$ cat config.mk
export PLATFORM = sky130hd
export DESIGN_NAME = hsf_front
export DESIGN_NICKNAME = d
export VERILOG_FILES = /design/src/rtl/hsf_pkg.sv /design/src/rtl/hsf_front.sv
export SDC_FILE = /design/constraint.sdc
export NUM_CORES = 1
export LEC_CHECK = 0
export BUFFER_PORTS_ARGS = -buffer_cell sky130_fd_sc_hd__buf_2
export CAP_MARGIN = 20
export CORE_MARGIN = 3
export CORE_UTILIZATION = 54
export CTS_BUF_LIST = sky130_fd_sc_hd__clkbuf_2
export DETAILED_ROUTE_END_ITERATION = 10
export GPL_ROUTABILITY_DRIVEN = 1
export PLACE_DENSITY = 0.81
export SYNTH_ARGS = -nofsm -noshare
export SYNTH_HDL_FRONTEND = slang
export SYNTH_SLANG_ARGS = --single-unit
$ cat constraint.sdc
create_clock -name clock -period 2.2 [get_ports clock]
set_clock_uncertainty 0.05 [all_clocks]
set_input_delay 0.33 -clock clock [delete_from_list [all_inputs] [get_ports clock]]
set_output_delay 0.33 -clock clock [all_outputs]
set_load 0.005 [all_outputs]
$ cat src/rtl/hsf_pkg.sv
// ----------------------------------------------------------------------------
// hsf_pkg: shared types and constants of the homeostatic scaling factor block
// Holds field widths, the fixed-point constants, the square-root table used by
// the exp2 unit and the item and state types.
// ----------------------------------------------------------------------------
package hsf_pkg;

   localparam int RATE_W  = 32;
   localparam int EXP_W   = 16;
   localparam int FAC_W   = 24;
   localparam int FRAC_W  = 24;
   localparam int LOG_W   = 30;
   localparam int PROD_W  = 47;
   localparam int Y_W     = 35;
   localparam int SUM_W   = 32;
   localparam int SQ_W    = 51;
   localparam int CSR_W   = 32;
   localparam int CSR_IDX_W = 2;
   localparam int QUEUE_DEPTH = 2;

   localparam logic [CSR_IDX_W-1:0] CSR_TARGET_RATE = 2'd0;
   localparam logic [CSR_IDX_W-1:0] CSR_EXPONENT    = 2'd1;
   localparam logic [CSR_IDX_W-1:0] CSR_MIN_FACTOR  = 2'd2;
   localparam logic [CSR_IDX_W-1:0] CSR_MAX_FACTOR  = 2'd3;

   localparam logic [RATE_W-1:0] RATE_FLOOR = 32'd66;
   localparam logic [FAC_W-1:0]  MASK24     = 24'hFF_FFFF;
   localparam logic [FAC_W-1:0]  ONE_Q16    = 24'h01_0000;

   localparam logic [RATE_W-1:0] TARGET_RESET = 32'd327680;
   localparam logic [EXP_W-1:0]  EXP_RESET    = 16'd4096;
   localparam logic [FAC_W-1:0]  MIN_RESET    = 24'd6554;
   localparam logic [FAC_W-1:0]  MAX_RESET    = 24'd655360;

   localparam logic signed [Y_W-1:0] Y_HI = 35'sd134217728;
   localparam logic signed [Y_W-1:0] Y_LO = -35'sd285212672;

   typedef logic [FRAC_W:0][30:0] root_tab_type;

   function automatic logic [63:0] isqrt64(input logic [63:0] x_in);
      logic [63:0] x;
      logic [63:0] res;
      logic [63:0] bit_v;
      x = x_in;
      res = '0;
      bit_v = 64'h1 << 62;
      for (int i = 0; i < 32; i++) begin
         if (x >= res + bit_v) begin
            x = x - (res + bit_v);
            res = (res >> 1) + bit_v;
         end else begin
            res = res >> 1;
         end
         bit_v = bit_v >> 2;
      end
      return res;
   endfunction

   function automatic root_tab_type build_roots();
      root_tab_type r;
      logic [63:0] t;
      r = '0;
      t = isqrt64(64'h1 << 61);
      r[1] = t[30:0];
      for (int k = 1; k < FRAC_W; k++) begin
         t = isqrt64(t << 30);
         r[k+1] = t[30:0];
      end
      return r;
   endfunction

   localparam root_tab_type ROOT_TAB = build_roots();

   typedef enum logic {
      KIND_NORMAL,
      KIND_ZERO_TARGET
   } item_kind_type;

   typedef struct packed {
      logic [RATE_W-1:0] rate;
      logic              last;
      item_kind_type     kind;
   } item_type;

   typedef struct packed {
      logic [RATE_W-1:0]        target_rate;
      logic signed [EXP_W-1:0]  exponent;
      logic [FAC_W-1:0]         min_factor;
      logic [FAC_W-1:0]         max_factor;
   } cfg_type;

   typedef enum logic [3:0] {
      BK_IDLE,
      BK_LOG,
      BK_MUL,
      BK_RANGE,
      BK_EXP_WAIT,
      BK_CLAMP,
      BK_SQUARE,
      BK_ACC,
      BK_MEAN_GO,
      BK_MEAN_WAIT,
      BK_MSQ_WAIT,
      BK_VAR_MUL,
      BK_VAR,
      BK_DONE
   } back_state_type;

endpackage

$ cat src/rtl/hsf_front.sv
// ----------------------------------------------------------------------------
// hsf_front: input side of the scaling factor block
// Accepts rate items, floors the rate, marks the zero-target case and keeps
// them in a short queue for the back end.
// ----------------------------------------------------------------------------
module hsf_front (
   input  logic                        clock,
   input  logic                        reset,
   input  logic                        req_valid,
   output logic                        req_stall,
   input  logic [hsf_pkg::RATE_W-1:0]  req_average_rate,
   input  logic                        req_last_neuron,
   input  logic                        target_zero,
   input  logic                        pop,
   output logic                        item_valid,
   output hsf_pkg::item_type           item
);
   import hsf_pkg::*;

   localparam int PTR_W = $clog2(QUEUE_DEPTH);
   localparam int CNT_W = $clog2(QUEUE_DEPTH + 1);

   item_type           q_ff [QUEUE_DEPTH];
   item_type           q_in [QUEUE_DEPTH];
   logic [PTR_W-1:0]   wr_ptr_ff, wr_ptr_in;
   logic [PTR_W-1:0]   rd_ptr_ff, rd_ptr_in;
   logic [CNT_W-1:0]   count_ff, count_in;
   item_type           new_item;
   logic               push;
   logic               pull;

   assign req_stall  = (count_ff == CNT_W'(QUEUE_DEPTH));
   assign item_valid = (count_ff != '0);
   assign item       = q_ff[rd_ptr_ff];
   assign push       = req_valid && !req_stall;
   assign pull       = pop && item_valid;

   always_comb begin
      new_item.rate = (req_average_rate < RATE_FLOOR) ? RATE_FLOOR : req_average_rate;
      new_item.last = req_last_neuron;
      new_item.kind = target_zero ? KIND_ZERO_TARGET : KIND_NORMAL;
      q_in = q_ff;
      if (push) begin
         q_in[wr_ptr_ff] = new_item;
      end
      wr_ptr_in = push ? PTR_W'(wr_ptr_ff + 1'b1) : wr_ptr_ff;
      rd_ptr_in = pull ? PTR_W'(rd_ptr_ff + 1'b1) : rd_ptr_ff;
      count_in  = count_ff;
      if (push && !pull) begin
         count_in = CNT_W'(count_ff + 1'b1);
      end else if (pull && !push) begin
         count_in = CNT_W'(count_ff - 1'b1);
      end
   end

   always_ff @(posedge clock) begin
      q_ff <= q_in;
      if (reset) begin
         wr_ptr_ff <= '0;
         rd_ptr_ff <= '0;
         count_ff  <= '0;
      end else begin
         wr_ptr_ff <= wr_ptr_in;
         rd_ptr_ff <= rd_ptr_in;
         count_ff  <= count_in;
      end
   end

endmodule

==> results.cfg, run 1 <==
[status]
status = finished clean

[clock_tree]
h-tree-depth = 3
cts_setup_buffers = 0
cts_root_buffer = clkbuf_2
cts_sinks = 72
cts_tree = done
clkLatencyLatePin_ns = 0.43
clk_pin_slew_ns = 0.17
cts.path.max_buffers = 2
numCtsBuffers = 9

[synthesis]
synthCells = 180
yosysTopAreaCellShare_pct = 70.7
ys_types = 24
synth_top_cell_by_area = edfxtp_1
synth_area_leaders = edfxtp_1 71%, mux2_2 13%, clkbuf_1 3.4%, dfxtp_1 2.8%, a31oi_1 1.1%
syn_area_sq_um = 2890
seq_area_frac_synth_pct = 73.5
syn-num-nets = 219
ys_seq_elements = 72
avgSynthCellArea_sq_um = 16.0
yosysWarningCount = 0

[final_layout]
drive_gt1_share_pct = 48.1
final_cell_mix = 73 x buf_2, 68 x edfxtp_1, 34 x mux2_2
final_area_sq_um = 3560
fill_cells = 365
final_util_pct = 71.9
nets = 296
area_delta_synth_final_pct = 23.2
antenna_cells = 0
layout_commonest_cell = buf_2

[worst_setup_path]
endpoint_kind = primary output
cp-start-kind = register
critPathKind = register to primary output
cp.required_ns = 1.82
cp_slowest_cell = mux2_2
max_stage_delay_ns = 0.39
critical_path_arrival_ns = 1.66
path_cells = buf_4, mux2_2, buf_2
cp_max_fo = 26

[routing]
dr.pass1.iters = 4
drc = 0
ant_nets = 0
viasPerCell = 5.07
vias = 1668
routed_wl_microns = 5290
drt_first_iter_violations = 83
wl_per_cell_microns = 16.1

[sta]
slew_violations = 0
rsz0062_at_grt = false
setup_viol = 0
slew_headroom_pct = 69.5
setup_tns_ns = 0
period_share_pct = 92.7
tightest_slew_ns = 0.457
fmax_mhz = 490
hold_viol = 0
period_needed_ns = 2.04
worst_hold_slack_ns = 0.0348

[power]
p_leak_nw = 1.38
irDropWorstVdd_v = 0.000600
power_mw = 3.38
p_per_area_nw_per_um2 = 951

[placement]
port_buffers = 73
hpwl_microns = 3430
placedInstanceArea_sq_um = 3260
gp_congestion = 0.721

[floorplan]
start_util_pct = 58.4
rows = 25
die_h_microns = 79.1
core-area_sq_um = 4940
die_w_microns = 79.1
die_area_sq_um = 6260
pin_count = 74

[global_route]
grt_max_degree = 35
antenna_found_initial = 0
grt_pass1_vias = 1679
grt_usage_pct = 17.0
grt_overflow_total = 0
grt_first_pass_wirelength_microns = 7940

[hold_path]
hold_class = primary input to register

[flow_run]
cap_violations = 0
final timing paths:
check	start	to	slack, ns	cells past startpoint
setup / recovery	rd_ptr_ff$_SDFFE_PP0P_	item[9]	0.16	3
hold / removal	req_average_rate[30]	q_ff[66]$_DFFE_PP_	0.03	1
setup reg to reg	count_ff[1]$_SDFFE_PP0P_	count_ff[1]$_SDFFE_PP0P_	0.51	5
hold reg to reg	wr_ptr_ff$_SDFFE_PP0P_	wr_ptr_ff$_SDFFE_PP0P_	0.47	2
critical path, delay by kind of cell, from the launching register on:
kind | cells | cell delay [ns]
buffers and inverters | 2 | 0.46
muxes | 1 | 0.39
DFF | 1 | 0.36
repair_timing:
item / in CTS / in global routing
hold buffers: 3 / 17
hold endpoints to repair: 5 / 30
gates resized for setup: 0 / 0
registers in the layout, indices dropped and copies added (netlist names):
| signal | count |
|---|---|
| count_ff | 2 |
| rd_ptr_ff | 1 |
| q_ff | 68 |
| wr_ptr_ff | 1 |
area by class of cell:
| type | count | area (sq um) | share of cell area, % |
|---|---|---|---|
| Clock buffer | 10 | 50.0 | 1.41 |
| Clock inverter | 6 | 50.0 | 1.41 |
| Inverter | 8 | 30.0 | 0.844 |
| Multi-Input combinational cell | 69 | 612 | 17.2 |
| Sequential cell | 72 | 2120 | 59.7 |
| Tap cell | 67 | 83.8 | 2.36 |
| Timing Repair Buffer | 97 | 608 | 17.1 |
power by group:
group / internal [mW] / switching (mW)
sequential: 1.72 / 0.0546
clock: 0.252 / 0.406
combinational: 0.498 / 0.453
total: 2.47 / 0.914
kinds of logic after synthesis:
kind of cell	count (synthesis)	share of synthesized area, %
simple gates	18	3.77
xor+xnor	3	0.910
compound gates	13	2.82
fa+ha+maj	1	0.433
mux	34	13.3
buf+inv	39	5.29
flops	72	73.5
Yosys cell counts:
cell type and n:
edfxtp_1 68, ha_1 1, and3_1 1, a21o_1 1
or4_4 1, or2_2 1, dfxtp_1 4, or3_1 2
inv_1 8, xor2_1 3, clkbuf_1 26, buf_2 5
a31oi_1 5, o21ai_2 1, nor4_1 5, o21ai_0 3
a21oi_1 2, nor2b_1 1, and2_1 1, a31o_1 1
nor3_1 1, and4_1 1, nor2_1 4, mux2_2 34
stage by stage:
| step | setup WS, ns | instances |
|---|---|---|
| 4_1_cts | 0.114 | 312 |
| 3_5_place_dp | 0.517 | 293 |
| 6_report | 0.160 | 329 |
| 3_3_place_gp | 0.566 | 293 |
| 2_1_floorplan | 0.278 | 180 |
| 5_1_grt | 0.0368 | 329 |
per-layer routing:
metal | up-vias | global-route usage (%) | wire (microns)
met5 | - | 0 | 0
li1 | 806 | - | -
met4 | 0 | 7.56 | 70
met3 | 8 | 4.65 | 304
met1 | 799 | 19.9 | 2130
met2 | 55 | 29.4 | 2790
(Power assumes the default switching activity.)
==> run 2: changes to the inputs <==
--- a/config.mk
+++ b/config.mk
@@ -13,6 +13,7 @@
 export DETAILED_ROUTE_END_ITERATION = 10
 export GPL_ROUTABILITY_DRIVEN = 1
 export PLACE_DENSITY = 0.81
+export RECOVER_POWER = 25
 export SYNTH_ARGS = -nofsm -noshare
 export SYNTH_HDL_FRONTEND = slang
 export SYNTH_SLANG_ARGS = --single-unit
==> run 2 against run 1 <==
Against the previous run: count of clock-buffer cells in the layout unchanged; utilization is 0.61 points lower; maximum frequency shrank 0.40%; power is essentially flat; routed wire length is 0.79% higher; global-route usage unchanged; largest cell class unchanged.
==> results.cfg, run 2 (same netlist as run 1, synthesis figures left out) <==
[status]
status = finished clean

[final_layout]
top_register = q_ff
drive_gt1_share_pct = 38.9
largest_reg_flops = 68
final_cell_mix = 68 x edfxtp_1, 49 x buf_2, 34 x mux2_2
antenna_cells = 0
final_util_pct = 71.3
layout_commonest_cell = edfxtp_1
nets = 296
reg_top3 = q_ff x68, count_ff x2
area_delta_synth_final_pct = 22.1

[sta]
setup_tns_ns = 0
period_needed_ns = 2.05
fmax_mhz = 488
slew_violations = 0
tightest_slew_ns = 0.459
rsz0062_at_grt = false
period_share_pct = 93.1
setup_viol = 0
hold_viol = 0
slew_headroom_pct = 69.4

[worst_setup_path]
path_cells = buf_4, mux2_2, buf_2
cp.required_ns = 1.82
critical_path_arrival_ns = 1.67
cp_slowest_cell = mux2_2
worst_r2r_path_depth = 5
regToRegSetupSlack_ns = 0.51
max_stage_delay_ns = 0.39
cp-start-kind = register
cp_max_fo = 26
critPathTopFamily = buffers and inverters
crit_buf_inv = 2
timing.critical_path.from = rd_ptr_ff$_SDFFE_PP0P_
critPathKind = register to primary output
endpoint = item[29]
crit_cells = 3
reg2reg_to = count_ff[1]$_SDFFE_PP0P_
regToRegStartpoint = count_ff[1]$_SDFFE_PP0P_
endpoint_kind = primary output

[routing]
dr.pass1.iters = 4
routed_wl_microns = 5340
wl_per_cell_microns = 16.2
drc = 0
vias = 1657
viasPerCell = 5.04
drt_first_iter_violations = 89
ant_nets = 0

[floorplan]
pin_count = 74
die_area_sq_um = 6260
rows = 25
start_util_pct = 58.4
core-area_sq_um = 4940
die_w_microns = 79.1
die_h_microns = 79.1

[clock_tree]
clk_pin_slew_ns = 0.17
numCtsBuffers = 9
cts_sinks = 72
cts_root_buffer = clkbuf_2
clkLatencyLatePin_ns = 0.43
cts_setup_buffers = 0
cts.path.max_buffers = 2
h-tree-depth = 3
cts_tree = done

[global_route]
grt_max_degree = 35
grt_usage_pct = 17.0
grt_pass1_vias = 1679
antenna_found_initial = 0
grt_overflow_total = 0
grt_first_pass_wirelength_microns = 7940

[power]
irDropWorstVdd_v = 0.000600
p_leak_nw = 1.32
p_per_area_nw_per_um2 = 959

[placement]
port_buffers = 73
gp_congestion = 0.721
hpwl_microns = 3430

[hold_path]
hold_class = primary input to register

[flow_run]
cap_violations = 0
==> run 2: changes by cell type in the layout (fill, tap and decap cells not counted) <==
cell      change
buf_2        -24
clkbuf_1     +24
==> run 2: worst min-delay path by stage <==
stage,slack (ns),depth (start not counted),to,startpoint
finish,0.07,1,q_ff[66]$_DFFE_PP_,req_average_rate[30]
global placement,0.41,2,wr_ptr_ff$_SDFFE_PP0P_,wr_ptr_ff$_SDFFE_PP0P_
global route,0.05,1,q_ff[66]$_DFFE_PP_,req_average_rate[30]
detailed placement,0.45,2,wr_ptr_ff$_SDFFE_PP0P_,wr_ptr_ff$_SDFFE_PP0P_
floorplan,0.35,1,count_ff[1]$_SDFFE_PP0P_,reset
CTS,0.0004,1,q_ff[28]$_DFFE_PP_,req_average_rate[26]
==> run 2: layout make-up <==
| type | count | area [sq um] |
|---|---|---|
| flip-flops and latches | 72 | 2120 |
| fillers | 381 | 1420 |
| multi-input cells | 69 | 612 |
| repair buffers | 97 | 578 |
| well taps | 67 | 83.8 |
| clock buffers | 10 | 50.0 |
| clock inverters | 6 | 50.0 |
| inverters | 8 | 30.0 |
==> run 2: what timing repair did <==
| action | CTS | global route |
|---|---|---|
| gates resized for setup | 0 | 0 |
| endpoints found under the hold margin | 5 | 30 |
| hold buffers | 3 | 17 |
==> run 2: per-stage QoR <==
stage / hold slack (ns) / cell area (sq um) / cells / total power, mW / setup slack, ns
floorplan: 0.349 / 2890 / 180 / 2.36 / 0.278
global placement: 0.415 / 3260 / 293 / 2.72 / 0.566
detailed placement: 0.451 / 3260 / 293 / 2.74 / 0.517
CTS: 0.000364 / 3390 / 312 / 3.39 / 0.114
global route: 0.0502 / 3530 / 329 / 3.56 / 0.0368
finish: 0.0658 / 3530 / 329 / 3.38 / 0.152
==> run 2: per-layer routing <==
| layer | GRT usage (%) | up-vias | wire length (microns) |
|---|---|---|---|
| met2 | 29.4 | 60 | 2800 |
| met3 | 4.65 | 6 | 313 |
| met1 | 19.9 | 787 | 2160 |
| met5 | 0 | - | 0 |
| li1 | - | 804 | - |
| met4 | 7.56 | 0 | 60 |
==> run 2: where the power goes <==
| group | internal [mW] | switching (mW) |
|---|---|---|
| clock network | 0.252 | 0.409 |
| registers | 1.72 | 0.0548 |
| logic | 0.492 | 0.456 |
| total | 2.46 | 0.920 |
==> run 2: worst register-to-register path: cells and delay by family, from the launching register on <==
kind,cells,cell delay (ns)
and+or+nand+nor,3,0.68
DFF,1,0.40
adders and majority gates,1,0.33
AOI/OAI and AO/OA,1,0.18
